<file path="src/kip_pkg.sv">
// ============================================================================
// kip_pkg
// Types and constants shared by the key-switching inner product modules.
// ============================================================================
package kip_pkg;

    localparam int unsigned CfgIdxW = 1;
    localparam logic [CfgIdxW-1:0] CFG_CUR_LIMBS = 1'b0;
    localparam logic [CfgIdxW-1:0] CFG_TOTAL_Q   = 1'b1;

    localparam logic KIND_LOAD = 1'b0;

    typedef enum logic [4:0] {
        OP_NOP,
        OP_LOAD,
        OP_LATCH,
        OP_MAC,
        OP_RDMEM,
        OP_LOADX,
        OP_ZERO,
        OP_SHIFT1,
        OP_MULW,
        OP_SHIFT2,
        OP_MULQ,
        OP_SUB,
        OP_COR,
        OP_EXINIT,
        OP_EXSTEP,
        OP_STORE,
        OP_STOREREM,
        OP_EMIT
    } t_op;

    typedef enum logic [1:0] {
        DST_AX,
        DST_BX,
        DST_W
    } t_dst;

    typedef enum logic [4:0] {
        S_IDLE,
        S_MAC,
        S_MAP,
        S_LOADX,
        S_SHIFT1,
        S_MULW,
        S_SHIFT2,
        S_MULQ,
        S_SUB,
        S_COR1,
        S_COR2,
        S_CHECK,
        S_EXACT,
        S_STOREREM,
        S_NEXT,
        S_EMIT
    } t_state;

    typedef struct packed {
        t_op        op;
        logic       sel;
        logic [1:0] li;
        logic       lj;
    } t_cmd;

    typedef struct packed {
        logic last;
        logic idx_ok;
        logic p_zero;
        logic x_ge_p;
    } t_status;

endpackage

</file>
<file path="src/kip_ctrl.sv">
// ============================================================================
// kip_ctrl
// Sequencer for accumulation and Barrett reduction steps.
// ============================================================================
module kip_ctrl (
    input  logic           i_clk,
    input  logic           i_rst_n,
    input  logic           i_in_valid,
    input  logic           i_kind,
    output logic           o_in_stall,
    input  logic           i_out_stall,
    output logic           o_out_valid,
    input  kip_pkg::t_status i_status,
    output kip_pkg::t_cmd  o_cmd
);
    import kip_pkg::*;

    t_state     r_state, n_state;
    logic [6:0] r_cnt, n_cnt;
    logic       r_sel, n_sel;
    logic       r_out_valid, n_out_valid;

    always_ff @(posedge i_clk) begin
        if (!i_rst_n) begin
            r_state     <= S_IDLE;
            r_cnt       <= '0;
            r_sel       <= 1'b0;
            r_out_valid <= 1'b0;
        end else begin
            r_state     <= n_state;
            r_cnt       <= n_cnt;
            r_sel       <= n_sel;
            r_out_valid <= n_out_valid;
        end
    end

    always_comb begin
        n_state     = r_state;
        n_cnt       = r_cnt;
        n_sel       = r_sel;
        n_out_valid = r_out_valid & i_out_stall;
        o_cmd       = '{op: OP_NOP, sel: r_sel, li: 2'b00, lj: 1'b0};
        o_in_stall  = 1'b1;
        unique case (r_state)
            S_IDLE: begin
                o_in_stall = 1'b0;
                if (i_in_valid) begin
                    if (i_kind == KIND_LOAD) begin
                        o_cmd.op = OP_LOAD;
                    end else begin
                        o_cmd.op = OP_LATCH;
                        n_cnt    = '0;
                        n_state  = S_MAC;
                    end
                end
            end
            S_MAC: begin
                // Counts 0..7 feed the multiplier; count 8 lets the last add land.
                n_cnt = r_cnt + 7'd1;
                if (r_cnt[3]) begin
                    n_state = i_status.last ? S_MAP : S_IDLE;
                end else begin
                    o_cmd = '{op: OP_MAC, sel: r_cnt[2], li: {1'b0, r_cnt[1]}, lj: r_cnt[0]};
                end
            end
            S_MAP: begin
                o_cmd.op = OP_RDMEM;
                n_sel    = 1'b0;
                n_state  = S_LOADX;
            end
            S_LOADX: begin
                if (!i_status.idx_ok || i_status.p_zero) begin
                    o_cmd.op = OP_ZERO;
                    n_state  = S_NEXT;
                end else begin
                    o_cmd.op = OP_LOADX;
                    n_state  = S_SHIFT1;
                end
            end
            S_SHIFT1: begin
                o_cmd.op = OP_SHIFT1;
                n_cnt    = '0;
                n_state  = S_MULW;
            end
            S_MULW: begin
                n_cnt = r_cnt + 7'd1;
                if (r_cnt[3]) begin
                    n_state = S_SHIFT2;
                end else begin
                    o_cmd = '{op: OP_MULW, sel: r_sel, li: r_cnt[2:1], lj: r_cnt[0]};
                end
            end
            S_SHIFT2: begin
                o_cmd.op = OP_SHIFT2;
                n_cnt    = '0;
                n_state  = S_MULQ;
            end
            S_MULQ: begin
                n_cnt = r_cnt + 7'd1;
                if (r_cnt[3]) begin
                    n_state = S_SUB;
                end else begin
                    o_cmd = '{op: OP_MULQ, sel: r_sel, li: r_cnt[2:1], lj: r_cnt[0]};
                end
            end
            S_SUB: begin
                o_cmd.op = OP_SUB;
                n_state  = S_COR1;
            end
            S_COR1: begin
                o_cmd.op = OP_COR;
                n_state  = S_COR2;
            end
            S_COR2: begin
                o_cmd.op = OP_COR;
                n_state  = S_CHECK;
            end
            S_CHECK: begin
                if (i_status.x_ge_p) begin
                    o_cmd.op = OP_EXINIT;
                    n_cnt    = '0;
                    n_state  = S_EXACT;
                end else begin
                    o_cmd.op = OP_STORE;
                    n_state  = S_NEXT;
                end
            end
            S_EXACT: begin
                o_cmd.op = OP_EXSTEP;
                n_cnt    = r_cnt + 7'd1;
                if (r_cnt == 7'd127) begin
                    n_state = S_STOREREM;
                end
            end
            S_STOREREM: begin
                o_cmd.op = OP_STOREREM;
                n_state  = S_NEXT;
            end
            S_NEXT: begin
                if (!r_sel) begin
                    n_sel   = 1'b1;
                    n_state = S_LOADX;
                end else begin
                    n_state = S_EMIT;
                end
            end
            S_EMIT: begin
                if (!r_out_valid || !i_out_stall) begin
                    o_cmd.op    = OP_EMIT;
                    n_out_valid = 1'b1;
                    n_state     = S_IDLE;
                end
            end
            default: n_state = S_IDLE;
        endcase
    end

    assign o_out_valid = r_out_valid;

endmodule

</file>
<file path="config.mk">
export PLATFORM = sky130hd
export DESIGN_NAME = kip_ctrl
export DESIGN_NICKNAME = d
export VERILOG_FILES = /design/src/kip_pkg.sv /design/src/kip_ctrl.sv
export SDC_FILE = /design/constraint.sdc
export NUM_CORES = 1
export LEC_CHECK = 0
export BUFFER_PORTS_ARGS = -buffer_cell sky130_fd_sc_hd__buf_2
export CAP_MARGIN = 30
export CORE_AREA = 2 2 52 44
export CTS_CLUSTER_DIAMETER = 40
export DETAILED_ROUTE_END_ITERATION = 12
export DIE_AREA = 0 0 54 46
export PLACE_DENSITY_LB_ADDON = 0.25
export REMOVE_ABC_BUFFERS = 1
export SETUP_SLACK_MARGIN = 0.05
export SLEW_MARGIN = 20
export SYNTH_ARGS = -nofsm -noshare
export SYNTH_HDL_FRONTEND = slang
export SYNTH_SLANG_ARGS = --single-unit
</file>
<file path="constraint.sdc">
create_clock -name i_clk -period 2.3 [get_ports i_clk]
set_input_delay 0.23 -clock i_clk [delete_from_list [all_inputs] [get_ports i_clk]]
set_output_delay 0.23 -clock i_clk [all_outputs]
set_load 0.01 [all_outputs]
</file>
==> results by stage, run 1 <==
Synth:
- The number of instances in the synthesized netlist is 139.
- Of the total synthesized cell area, the portion taken by AND, OR, NAND and NOR gates is 0.3444.
- The most instantiated flip-flop cell in the synthesis netlist is dfxtp_1.
- After synthesis, the netlist uses 42 different library cells.
- In this run, synthesis produced a sequential element count of 13.
- Of the post-synthesis cell area, the part taken by muxes is 0.01103.
- The mean cell area of the mapped netlist is roughly 7.3 µm².
- After synthesis the cells add up to between 1000 and 1500 µm².
- The xor/xnor share of the synthesized area is 0.
- The fraction of the mapped netlist area in compound gates is 0.2990.
- Yosys printed 0 warnings.
- The portion of the post-synthesis area used by sequential elements is 0.2549.
- Of the total synthesized cell area, the portion taken by full adders, half adders and majority gates is 0.01225.
- The number of synthesized flops with an enable pin is 0.
- After synthesis, the largest family of logic cells by area is simple AND/OR/NAND/NOR gates.
- Of all flip-flops after synthesis, the portion carrying an async set or reset was 0.

Clock network:
- The largest buffer count on any clock path is 2.
- The number of clock buffers added by TritonCTS is 3.
- The number of clock sinks is 13.
- In this run the post-CTS setup repair buffer count came out at 0.
- The clock input transition at the sequential cells of the worst setup and hold paths is 0.09 ns.
- Post-CTS repair changed the size of 0 cells.
- The maximum level of the CTS H-tree is 1.
- Clock tree synthesis selected as its root buffer the cell clkbuf_4.
- The clock insertion delay at the later pin of the skew report is 0.29 ns.
- Buffers inserted to repair hold after CTS numbered 0.
- TritonCTS built the clock tree.

Hold path:
- Counting instances, the worst hold path has a depth of 4.
- In this run the worst hold path is classified as in2reg.

Power:
- Summed over all cells, the static leakage comes to 0.5172 nW.
- The post-layout total power is 0.7755 mW.
- The worst-case IR drop observed on VDD is around 0.41 mV.
- The power density over the cells is about 660 nW/µm².

STA:
- The final number of max-transition violations came to 0.
- Based on the critical path, the design can be clocked at up to 495.8 MHz.
- Across all hold checks on the routed design, the worst slack comes to 0.3547 ns.
- The post-route fraction of the period consumed by the critical path is 0.8769.
- Clock skew on the completed layout was measured at approximately 0.0063 ns.
- Setup repair after global routing left no endpoint under its margin.
- The worst path in the final design needs a cycle of 2.017 ns, including I/O delays and setup.
- Setup slack on the critical path of the routed design comes to 0.2831 ns.
- The worst-case headroom to the max-slew limit is 0.7130.
- The slew at the pin with the worst max-slew slack is 0.4296 ns.
- The final number of hold-violating endpoints is 0.
- The setup TNS is 0 ns.
- Setup violations remaining at the end of the flow were counted as 0.

Finish:
- The final layout contains 170 nets.
- Relative to the synthesized area, the layout overhead comes to 14.95%.
- The number of inserted diodes is 0.
- The number of non-filler instances in the completed layout is 184.
- Of the cells placed in the final design, the portion with a size suffix greater than 1 is 0.2453.

Critical path:
- For this run, the slowest stage of the critical path takes approximately 0.44 ns.
- The worst setup path is captured at an output pin.
- Data arrives at the worst endpoint at 1.79 ns.
- By startpoint and endpoint, the worst setup path is classified as reg2out.
- At the worst endpoint, the required time is 2.07 ns.
- The sort of element at the start of the critical path is a flip-flop.
- For this design, the slowest cell found on the critical path is or3_1.
- Walking the worst path, the cells encountered are or3_1 > nor3_1 > mux2_2 > buf_2.
- The critical path buffer and inverter count is 1.
- Of all nets on the critical path, the largest fanout is 8.
- The total stage count of the critical path is 4.
- The number of cells on the worst reg-to-reg path is 5.
- The family of cells with the greatest summed delay on the critical path is simple AND/OR/NAND/NOR gates.

Die:
- The number of ports placed on the die boundary is 20.
- The die is 46 µm tall.
- The initial utilization of the core area, before any placement, comes to 0.5037.
- The core area is 2027 µm².
- The row count is 15.
- The die covers 2484 µm².
- The die is about 54 µm wide.

Route:
- The number of iterations in the first detailed-routing pass is 4.
- Wires add up to 2622 µm.
- For this run, design rule violations remaining after detail routing come to 0.
- In this run, the number of DRC markers left after iteration 0 of detailed routing was 37.
- The via count normalized by instance count is 6.022.
- The overall via count from detail_route is approximately 1100.
- In the final routed layout, each cell accounts on average for 14.25 µm.
- The number of nets with antenna violations after routing is 0.

Placement:
- After detailed placement, the design holds a cell count of 180.
- The worst setup slack after placement is 0.4741 ns.
- Port buffering added 19 buffers.
- The wire-length estimate of the detail-placed layout is 1874 µm.
- Routability-driven placement finished with a final weighted congestion of 0.7929.

Global routing:
- Across every metal layer, demand over resource in global routing totals 0.2392.
- The pin count of the biggest net entering global routing is 19.
- The initial antenna violation count came to 0.
- The number of global-route vias before repair was 929.
- The first global-routing pass estimated 4209 µm of wire.
- The global route total overflow is 0.

Flow run:
- The max-cap check violation count is 0.

Status:
- The flow ran to the end, and the final reports show no timing, DRC or antenna violations.
[per-layer routing]
layer,wire (µm),global-route usage,vias to the layer above
li1,-,-,557
met1,1231,0.3181,507
met2,1212,0.3878,37
met3,154,0.06908,7
met4,24,0.04500,0
met5,0,0,-
[area by class of cell]
class	count	area, µm²
fillers	200	853.3
multi-input cells	110	680.7
flip-flops and latches	13	261.5
repair buffers	27	155.1
well taps	25	31.28
clock buffers	4	26.28
inverters	5	18.77
[power by group]
part / internal (mW) / total (mW) / switching, mW
clock network: 0.0675 / 0.150 / 0.0826
registers: 0.241 / 0.260 / 0.0193
logic: 0.163 / 0.365 / 0.202
total: 0.471 / 0.775 / 0.304
[placed cells by master, fill, tap and decap left out, types with 2 or more instances in the layout]
master / n
a211o_1: 2
a21o_1: 3
a21oi_1: 14
a311oi_1: 2
and2_1: 3
and3_1: 3
buf_2: 19
buf_4: 8
clkbuf_4: 3
dfxtp_1: 12
inv_1: 5
nand2_1: 12
nand2b_1: 4
nand3_1: 7
nor2_1: 12
nor3_1: 7
nor3b_1: 3
nor4_1: 3
o21ai_0: 7
o32a_1: 2
o32ai_1: 4
or2_2: 2
or3_1: 2
[sequential cells by signal, indices dropped and copies added (netlist names)]
register	cells
o_out_valid	1
r_state	4
r_cnt	7
r_sel	1
[per-stage QoR]
step           utilization  cell area [µm²]
2_1_floorplan            -            959.7
6_report            0.5790             1174
3_3_place_gp        0.5654             1146
4_1_cts             0.5784             1172
5_1_grt             0.5790             1174
3_5_place_dp        0.5654             1146
[cells in the mapped netlist, types with 2 or more instances]
library cell  instances  area share
nand2_1              12       0.044
and2_1                3       0.018
nand2b_1              4       0.025
nor4_1                3       0.018
a211o_1               2       0.017
a21o_1                3       0.022
o21ai_0               7       0.034
inv_1                 5       0.018
nor3b_1               3       0.022
a311oi_1              2       0.017
o32ai_1               4       0.034
and3_1                3       0.018
buf_6                 2       0.022
clkbuf_1              7       0.026
a21oi_1              14       0.069
nand3_1               7       0.034
or2_2                 2       0.012
or3_1                 2       0.012
o32a_1                2       0.020
nor2_1               12       0.044
dfxtp_1              13        0.25
nor3_1                7       0.034
[worst register-to-register path: stages, from the launching register on]
cell and delay [ns]:
dfxtp_1 0.56, nand2b_1 0.22, a222oi_1 0.37, buf_4 0.22, a21oi_1 0.07, a311oi_1 0.24
[final timing paths]
path,start,to,slack (ns)
worst max register to register,r_state[1]$_SDFFE_PN0P_,r_state[3]$_SDFFE_PN0P_,0.53
worst min-delay path,i_out_stall,o_out_valid$_SDFF_PN0_,0.35
worst max-delay path,r_cnt[3]$_SDFFE_PN0P_,o_cmd[3],0.28
worst min register to register,r_cnt[6]$_SDFFE_PN0P_,r_cnt[6]$_SDFFE_PN0P_,0.50
[cell families (layout without fill, tap and decap cells)]
group,Yosys count,count (layout)
compound gates,44,44
simple gates,64,64
buf+inv,16,36
mux,1,1
fa+ha+maj,1,1
flops,13,13
No activity file was read; power rests on OpenSTA's default activity.
==> inputs of run 2 (changes only) <==
--- a/config.mk
+++ b/config.mk
@@ -5,12 +5,13 @@
 export SDC_FILE = /design/constraint.sdc
 export NUM_CORES = 1
 export LEC_CHECK = 0
+export ABC_AREA = 1
 export BUFFER_PORTS_ARGS = -buffer_cell sky130_fd_sc_hd__buf_2
 export CAP_MARGIN = 30
-export CORE_AREA = 2 2 52 44
+export CORE_AREA = 2 2 54 46
 export CTS_CLUSTER_DIAMETER = 40
 export DETAILED_ROUTE_END_ITERATION = 12
-export DIE_AREA = 0 0 54 46
+export DIE_AREA = 0 0 56 48
 export PLACE_DENSITY_LB_ADDON = 0.25
 export REMOVE_ABC_BUFFERS = 1
 export SETUP_SLACK_MARGIN = 0.05
==> run 2 against run 1 <==
  * First-iteration DRC count rose by 14%
  * Setup slack improved by 0.093 ns
  * Combinational power rose by 120%
  * Die area rose by 8.2%
  * Count of clock-buffer cells in the layout fell by 1
  * Fmax rose by 4.9%
  * Largest cell class unchanged
  * Highest routed layer unchanged
==> results by stage, run 2 <==
Critical path:
- The largest driver fanout on the critical path is 8 (unchanged).
- Cell-by-cell trace of the critical path: nand2_2 > inv_2 > nand2_1 > o21ai_0 > nor2_1 > nand4_1 > buf_2 (was or3_1 > nor3_1 > mux2_2 > buf_2).
- The sort of element at the start of the critical path was a flip-flop (unchanged).
- The data required time at the worst endpoint is 2.07 ns (about the same).
- The slack of the worst reg-to-reg path came to 0.76 ns (was 0.53 ns).
- The capturing element type of the critical path was an output pin (unchanged).
- The depth of the worst register-to-register path is 10 (was 5).
- The kind of critical path is reg2out (unchanged).
- The maximum cell stage delay along the critical path came to 0.53 ns (was 0.44 ns).
- The family of cells with the greatest summed delay on the critical path is flip-flops (was simple AND/OR/NAND/NOR gates).
- The slowest cell on the critical path is dfxtp_1 (was or3_1).
- The worst flop-to-flop path endpoint is r_state[2]$_SDFFE_PN0P_ (was r_state[3]$_SDFFE_PN0P_).
- The critical path buffer and inverter count is 2 (was 1).
- The launching instance or port of the critical path was r_state[0]$_SDFFE_PN0P_ (was r_cnt[3]$_SDFFE_PN0P_).
- The arrival time at the worst endpoint was 1.69 ns (was 1.79 ns).
- The launching point of the worst reg2reg path is r_cnt[1]$_SDFFE_PN0P_ (was r_state[1]$_SDFFE_PN0P_).

Finish:
- The largest register by flop count was r_cnt (unchanged).
- The layout-stage area growth over the synthesis result is 13.46% (was 14.95%).
- The total number of nets in the final design came to 204 (was 170).
- Top library cells by usage in the layout, fill and taps aside: 54 x nand2_1, 19 x buf_2, 18 x nor2_1, 13 x a21oi_1, 13 x dfxtp_1 (was 19 x buf_2, 14 x a21oi_1, 12 x nand2_1, 12 x nor2_1, 12 x dfxtp_1).
- The commonest non-fill, non-tap cell in the layout was nand2_1 (was buf_2).
- The number of non-filler instances in the completed layout is 218 (was 184).
- Registers with the most flip-flops: r_cnt (7), r_state (4) (unchanged).
- The share of cells above drive strength 1 is 0.2694 (was 0.2453).
- The number of inserted diodes is 0 (unchanged).
- The number of flip-flops under the largest register name came to 7 (unchanged).

Clock network:
- The root buffer selected by CTS is clkbuf_4 (unchanged).
- The CTS buffer count is 3 (unchanged).
- The setup fix buffers added after clock tree synthesis is 0 (unchanged).
- The largest buffer count on any clock path came to 2 (unchanged).
- The maximum level of the CTS H-tree is 1 (unchanged).
- The clock insertion delay at the later pin of the skew report is 0.28 ns (was 0.29 ns).
- The number of buffers inserted for hold repair after clock tree synthesis came to 0 (unchanged).
- The CTS tree is built (unchanged).
- The quantity of gates resized following cts is 0 (unchanged).
- The number of clock sinks is 13 (unchanged).
- The clock input transition at the sequential cells of the worst setup and hold paths is 0.08 ns (was 0.09 ns).

Global routing:
- The global-route usage over all layers was 0.2237 (was 0.2392).
- The number of global-route vias before repair is 1005 (was 929).
- The global route total overflow came to 0 (unchanged).
- The pin count of the biggest net entering global routing was 10 (was 19).
- The first-pass GRT wire length is 4581 µm (was 4209 µm).
- The initial antenna violation count was 0 (unchanged).

Die:
- The initial cell density of the core came to 0.5173 (was 0.5037).
- The overall die area is 2688 µm² (was 2484 µm²).
- The core area is 2102 µm² (was 2027 µm²).
- The floorplan die width is 56 µm (was 54 µm).
- The row count was 15 (unchanged).
- The vertical extent of the die is 48 µm (was 46 µm).
- The number of ports placed on the die boundary was 20 (unchanged).

STA:
- The fmax is 519.9 MHz (was 495.8 MHz).
- The final number of max-transition violations is 0 (unchanged).
- The final number of hold-violating endpoints is 0 (unchanged).
- The worst-case headroom to the max-slew limit came to 0.7572 (was 0.7130).
- The worst clock skew is 0.002958 ns (was 0.006274 ns).
- The slew at the pin with the worst max-slew slack was 0.3614 ns (was 0.4296 ns).
- The total of endpoints with negative setup slack in the final report is 0 (unchanged).
- The post-route fraction of the period consumed by the critical path was 0.8363 (was 0.8769).
- The post-layout worst setup margin is 0.3766 ns (was 0.2831 ns).
- The final critical path time including I/O delays and setup is 1.923 ns (was 2.017 ns).
- Unrepaired setup endpoints after global routing: false (unchanged).
- The setup TNS is 0 ns (unchanged).

Synth:
- The leading area contributor after synthesis is dfxtp_1 (unchanged).
- Top cells by area in the synthesized netlist: dfxtp_1 24%, nand2_1 19%, nor2_1 6.2% (was dfxtp_1 25%, a21oi_1 6.9%, nand2_1 4.4%).
- The portion of the post-synthesis area used by sequential elements is 0.2394 (was 0.2549).
- The cell with the most instances after synthesis is nand2_1 (was a21oi_1).
- The number of synthesized flops with an enable pin is 0 (unchanged).
- The cell area after synthesis came to 1087 µm² (was 1021 µm²).
- The area share of the leading cell type in the synthesized netlist was 0.2394 (was 0.2549).
- Most common library cells after synthesis: 54 x nand2_1, 18 x nor2_1, 13 x a21oi_1, 13 x dfxtp_1, 11 x inv_1 (was 14 x a21oi_1, 13 x dfxtp_1, 12 x nand2_1, 12 x nor2_1).
- The most instantiated flip-flop cell in the synthesis netlist is dfxtp_1 (unchanged).
- The share of synthesized registers carrying an async set or reset was 0 (unchanged).
- The number of instances in the synthesized netlist is 171 (was 139).
- The mean cell area of the mapped netlist is 6.358 µm² (was 7.345 µm²).
- The number of warnings reported in the yosys synthesis log is 0 (unchanged).
- The register bit total from synthesis is 13 (unchanged).
- The count of different cell masters after synthesis came to 29 (was 42).

Placement:
- The worst setup slack after placement is 0.7087 ns (was 0.4741 ns).
- The number of port buffers is 19 (unchanged).
- The instance count after placement with tap cells included was 214 (was 180).
- The placed wire-length estimate after detailed placement was 2131 µm (was 1874 µm).
- The routability congestion estimate is 0.9452 (was 0.7929).

Hold path:
- The worst hold path endpoint is r_state[2]$_SDFFE_PN0P_ (was o_out_valid$_SDFF_PN0_).
- The depth of the worst hold-timing path is 3 (was 4).
- The worst hold-check path type was in2reg (unchanged).
- The beginning of the worst hold path is i_rst_n (was i_out_stall).

Route:
- The overall via count from detail_route is 1158 (was 1108).
- The number of iterations in the first detailed-routing pass is 4 (unchanged).
- The remaining routing DRC violations came to 0 (unchanged).
- The number of nets with antenna violations after routing is 0 (unchanged).
- The total wire length is 2605 µm (was 2622 µm).
- The DRC marker count from the first detailed-route iteration came to 42 (was 37).
- The average wire per cell in the routed design was 11.95 µm (was 14.25 µm).
- The via count normalized by instance count was 5.312 (was 6.022).

Flow run:
- The max-cap check violation count was 0 (unchanged).

Power:
- The cell-internal power is 0.6363 mW (was 0.4715 mW).
- The sequential share of power came to 0.258 (was 0.335).
- The power density over the cells is 1052 nW/µm² (was 660.7 nW/µm²).
- The switching share of power is 0.5098 (was 0.3920).
- The static leakage was 0.5983 nW (was 0.5172 nW).
- The power spent charging and discharging nets is 0.6619 mW (was 0.3040 mW).
- The portion of total power attributed to the clock network is 0.112 (was 0.194).
- The post-layout total power is 1.298 mW (was 0.7755 mW).
- The largest voltage drop on the vdd net is 0.6748 mV (was 0.4126 mV).
- The portion of total power attributed to combinational logic is 0.630 (was 0.471).

Status:
- Result of the run: finished clean (unchanged).
run 2: changes by cell type after synthesis, sizes merged, moves of 5 or more:
cell    change
nand2      +48
inv        +13
nor2       +13
clkbuf      -8
nand3       +7
nor3        -5
run 2: worst max path at each step:
stage	depth (start not counted)	endpoint
after CTS	7	o_cmd[4]
after detailed placement	7	o_cmd[4]
after global routing	7	o_cmd[7]
after floorplan	4	o_cmd[4]
final	7	o_cmd[4]
after global placement	5	o_cmd[4]
run 2: power groups by stage:
stage          clock, mW  sequential [mW]  combinational [mW]
6_report           0.146            0.335               0.818
5_1_grt            0.159            0.344               0.918
4_1_cts            0.149            0.334               0.818
3_5_place_dp           0            0.340               0.815
3_3_place_gp           0            0.336               0.811
2_1_floorplan          0            0.328               0.623
run 2: per-layer routing:
layer,vias to the layer above,track usage,part of all wire
li1,599,-,-
met5,-,0,0
met4,0,0.1000,0.020
met1,511,0.3125,0.50
met3,7,0.04324,0.065
met2,41,0.3412,0.42
run 2: cell type report:
class | instances | area, µm²
Sequential cell | 13 | 260.3
Fill cell | 198 | 868.3
Tap cell | 25 | 31.28
Clock buffer | 3 | 22.52
Multi-Input combinational cell | 138 | 748.2
Timing Repair Buffer | 19 | 95.09
Inverter | 19 | 71.32
Clock inverter | 1 | 5.005
run 2: tightest hold or removal path, delay by kind of cell:
kind / cells / cell delay (ns)
simple gates: 2 / 0.09
buf+inv: 1 / 0.13
run 2: cell families (layout without fill, tap and decap cells):
logic type	count (synthesis)	in the layout	share of synthesized area
flops	13	13	0.2394
fa+ha+maj	1	1	0.01151
buf+inv	20	42	0.07250
compound gates	25	25	0.1392
xor+xnor	4	4	0.03222
simple gates	108	108	0.5052
run 2: metrics by stage:
step           area [µm²]  hold slack (ns)  utilization
3_5_place_dp         1206           0.4589       0.5738
5_1_grt              1234           0.2166       0.5869
6_report             1234           0.2123       0.5869
3_3_place_gp         1206           0.4516       0.5738
4_1_cts              1234           0.2040       0.5869
2_1_floorplan        1080           0.3504            -
==> inputs of run 3 (changes only) <==
--- a/config.mk
+++ b/config.mk
@@ -8,10 +8,10 @@
 export ABC_AREA = 1
 export BUFFER_PORTS_ARGS = -buffer_cell sky130_fd_sc_hd__buf_2
 export CAP_MARGIN = 30
-export CORE_AREA = 2 2 54 46
+export CORE_AREA = 2 2 56 48
 export CTS_CLUSTER_DIAMETER = 40
 export DETAILED_ROUTE_END_ITERATION = 12
-export DIE_AREA = 0 0 56 48
+export DIE_AREA = 0 0 58 50
 export PLACE_DENSITY_LB_ADDON = 0.25
 export REMOVE_ABC_BUFFERS = 1
 export SETUP_SLACK_MARGIN = 0.05
==> constraint.sdc (replaced) <==
create_clock -name i_clk -period 1.55 [get_ports i_clk]
set_input_delay 0.155 -clock i_clk [delete_from_list [all_inputs] [get_ports i_clk]]
set_output_delay 0.155 -clock i_clk [all_outputs]
set_load 0.01 [all_outputs]
==> run 3 against run 2 <==
  * The run now ends with negative setup slack left
  * Count of clock-buffer cells in the layout increased by 1
  * First-iteration DRC count increased by 130%
  * Flip-flop and latch count unchanged
  * Clock power increased by 47%
  * Register-to-register slack got worse by 0.68 ns
  * Sequential power increased by 52%
  * Critical path depth decreased by 2
  * Worst hold slack got worse by 0.087 ns
  * Final cell count increased by 11%
==> results by stage, run 3 (same netlist as run 2, synthesis figures left out) <==
Status:
- Result of the run: finished, violations left (was finished clean).
- The checks that failed: negative setup slack.

Global routing:
- The global-route usage over all layers is 0.2127 (was 0.2237).
- The number of global-route vias before repair was 1149 (was 1005).
- The pin count of the biggest net entering global routing is 10 (unchanged).
- The first-pass GRT wire length was 4850 µm (was 4581 µm).
- The global route total overflow came to 0 (unchanged).
- The initial antenna violation count was 0 (unchanged).

STA:
- Subtracting the final worst setup slack from the clock period gives 1.648 ns.
- The total of endpoints with negative setup slack in the final report was 5 (was 0).
- The setup TNS is -0.2611 ns (was 0 ns).
- The final number of hold-violating endpoints is 0 (unchanged).
- The post-layout worst setup margin is -0.09808 ns (was 0.3766 ns).
- The fmax is 606.8 MHz.
- The worst-case headroom to the max-slew limit is 0.7675 (was 0.7572).
- The final number of max-transition violations came to 0 (unchanged).
- The worst clock skew is 0.0007078 ns (was 0.002958 ns).
- The slew at the pin with the worst max-slew slack is 0.3467 ns (was 0.3614 ns).
- In the finished design, the share of the clock period the worst path needs comes to 1.063.
- Unrepaired setup endpoints after global routing: true (was false).

Placement:
- The routability congestion estimate was 0.9539 (was 0.9452).
- The instance count after placement with tap cells included is 221 (was 214).
- The number of port buffers is 19 (unchanged).
- The placed cell area came to 1246 µm² (was 1206 µm²).
- The placed wire-length estimate after detailed placement is 2161 µm (was 2131 µm).

Finish:
- The number of flip-flops under the largest register name is 7 (unchanged).
- The largest register by flop count was r_cnt (unchanged).
- The fill cell instance count of the final layout is 189 (was 198).
- The commonest non-fill, non-tap cell in the layout is nand2_1 (unchanged).
- The number of non-filler instances in the completed layout is 243 (was 218).
- Registers with the most flip-flops: r_cnt (7), r_state (4) (unchanged).
- The post-layout instance area is 1543 µm² (was 1234 µm²).
- The number of inserted diodes came to 0 (unchanged).
- The layout-stage area growth over the synthesis result came to 41.89% (was 13.46%).
- The total number of nets in the final design was 227 (was 204).
- The share of cells above drive strength 1 came to 0.4537 (was 0.2694).
- Top library cells by usage in the layout, fill and taps aside: 47 x nand2_1, 23 x buf_4, 18 x buf_2, 16 x nor2_1 (was 54 x nand2_1, 19 x buf_2, 18 x nor2_1, 13 x a21oi_1, 13 x dfxtp_1).

Critical path:
- The critical path buffer and inverter count is 1 (was 2).
- The slowest cell on the critical path is or3b_1 (was dfxtp_1).
- The kind of critical path is reg2out (unchanged).
- The largest driver fanout on the critical path is 5 (was 8).
- The family of cells with the greatest summed delay on the critical path is simple AND/OR/NAND/NOR gates (was flip-flops).
- The sort of element at the start of the critical path is a flip-flop (unchanged).
- The capturing element type of the critical path is an output pin (unchanged).
- Cell-by-cell trace of the critical path: nor2_4 > nand2_2 > or3b_1 > nand4_1 > buf_2 (was nand2_2 > inv_2 > nand2_1 > o21ai_0 > nor2_1 > nand4_1 > buf_2).
- The data required time at the worst endpoint is 1.39 ns (was 2.07 ns).
- The maximum cell stage delay along the critical path is 0.38 ns (was 0.53 ns).
- The arrival time at the worst endpoint came to 1.49 ns (was 1.69 ns).

Clock network:
- The number of buffers inserted for hold repair after clock tree synthesis is 0 (unchanged).
- The clock insertion delay at the later pin of the skew report came to 0.28 ns (about the same).
- The CTS tree is built (unchanged).
- The root buffer selected by CTS was clkbuf_4 (unchanged).
- The largest buffer count on any clock path is 2 (unchanged).
- The CTS buffer count is 3 (unchanged).
- The clock input transition at the sequential cells of the worst setup and hold paths is 0.08 ns (about the same).
- The number of clock sinks is 13 (unchanged).
- The maximum level of the CTS H-tree is 1 (unchanged).

Die:
- The number of ports placed on the die boundary is 20 (unchanged).
- The floorplan die width is 58 µm (was 56 µm).
- The core area is 2322 µm² (was 2102 µm²).
- The initial cell density of the core came to 0.4682 (was 0.5173).
- The row count came to 16 (was 15).
- The overall die area came to 2900 µm² (was 2688 µm²).
- The vertical extent of the die came to 50 µm (was 48 µm).

Route:
- The wire length on met1 is 1452 µm (was 1294 µm).
- The number of iterations in the first detailed-routing pass is 4 (unchanged).
- The number of nets with antenna violations after routing is 0 (unchanged).
- The overall via count from detail_route is 1301 (was 1158).
- The total met2 wirelength after detailed routing is 1490 µm (was 1089 µm).
- The average wire per cell in the routed design is 13.09 µm (was 11.95 µm).
- The via count normalized by instance count is 5.354 (was 5.312).
- The highest metal layer with signal wires is met4 (unchanged).
- The total wire length is 3182 µm (was 2605 µm).
- The DRC marker count from the first detailed-route iteration is 95 (was 42).
- The routed length on met3 was 195 µm (was 169 µm).
- The remaining routing DRC violations came to 0 (unchanged).

Flow run:
- The max-cap check violation count was 0 (unchanged).

Hold path:
- The worst hold-check path type is in2reg (unchanged).

Power:
- The post-layout total power is 2.395 mW (was 1.298 mW).
- The static leakage is 0.7354 nW (was 0.5983 nW).
- The largest voltage drop on the vdd net is 1.016 mV (was 0.6748 mV).
- The power density over the cells came to 1552 nW/µm² (was 1052 nW/µm²).
## run 3: cell types whose count changed in the layout (fill, tap and decap cells not counted), sizes merged
cell,before,now
buf,19,42
clkbuf,3,4
clkinv,2,1
## run 3: stage by stage
stage          worst slack [ns]  utilization  hold WS [ns]
2_1_floorplan            0.1965            -        0.2754
3_3_place_gp            0.07381       0.5366        0.4339
3_5_place_dp            0.04869       0.5366        0.4329
4_1_cts                -0.09142       0.5889        0.1228
5_1_grt                 -0.1815       0.6643        0.1128
6_report               -0.09808       0.6643        0.1254
## run 3: path summary, 6_finish.rpt
| kind | startpoint | end | slack (ns) | depth (start not counted) |
|---|---|---|---|---|
| max | r_state[0]$_SDFFE_PN0P_ | o_cmd[4] | -0.1 | 5 |
| min | i_rst_n | r_state[2]$_SDFFE_PN0P_ | 0.13 | 3 |
| max reg2reg | r_state[1]$_SDFFE_PN0P_ | r_cnt[3]$_SDFFE_PN0P_ | 0.08 | 9 |
| min reg2reg | r_cnt[6]$_SDFFE_PN0P_ | r_cnt[6]$_SDFFE_PN0P_ | 0.47 | 2 |
## run 3: tightest hold or removal path: cells and delay by family
family	cells	cell delay, ns
buffers and inverters	1	0.13
AND/OR/NAND/NOR	2	0.09
## run 3: timing repair
item / CTS / global route
endpoints found under the hold margin: 0 / 0
pin swaps: 5 / 9
setup endpoints to repair: 10 / 18
resized for setup: 19 / 24
buffers inserted: 5 / 13
## run 3: power by group
group	internal, mW	total, mW	leakage, nW	switching [mW]
Combinational	0.718	1.67	0.611	0.953
Sequential	0.416	0.509	0.109	0.0933
Clock	0.0999	0.214	0.0150	0.114
## run 3: area by class of cell
| class | count | area, µm² | area share |
|---|---|---|---|
| Inverter | 19 | 73.82 | 0.04785 |
| Sequential cell | 13 | 280.3 | 0.1817 |
| Timing Repair Buffer | 42 | 274.0 | 0.1776 |
| Clock buffer | 4 | 26.28 | 0.01703 |
| Multi-Input combinational cell | 138 | 854.6 | 0.5539 |
| Tap cell | 27 | 33.78 | 0.02190 |
## run 3: metal layers
| layer | GRT usage | vias up |
|---|---|---|
| met5 | 0 | - |
| met4 | 0.06589 | 0 |
| met3 | 0.03937 | 9 |
| met2 | 0.3258 | 50 |
| met1 | 0.2991 | 584 |
| li1 | - | 658 |
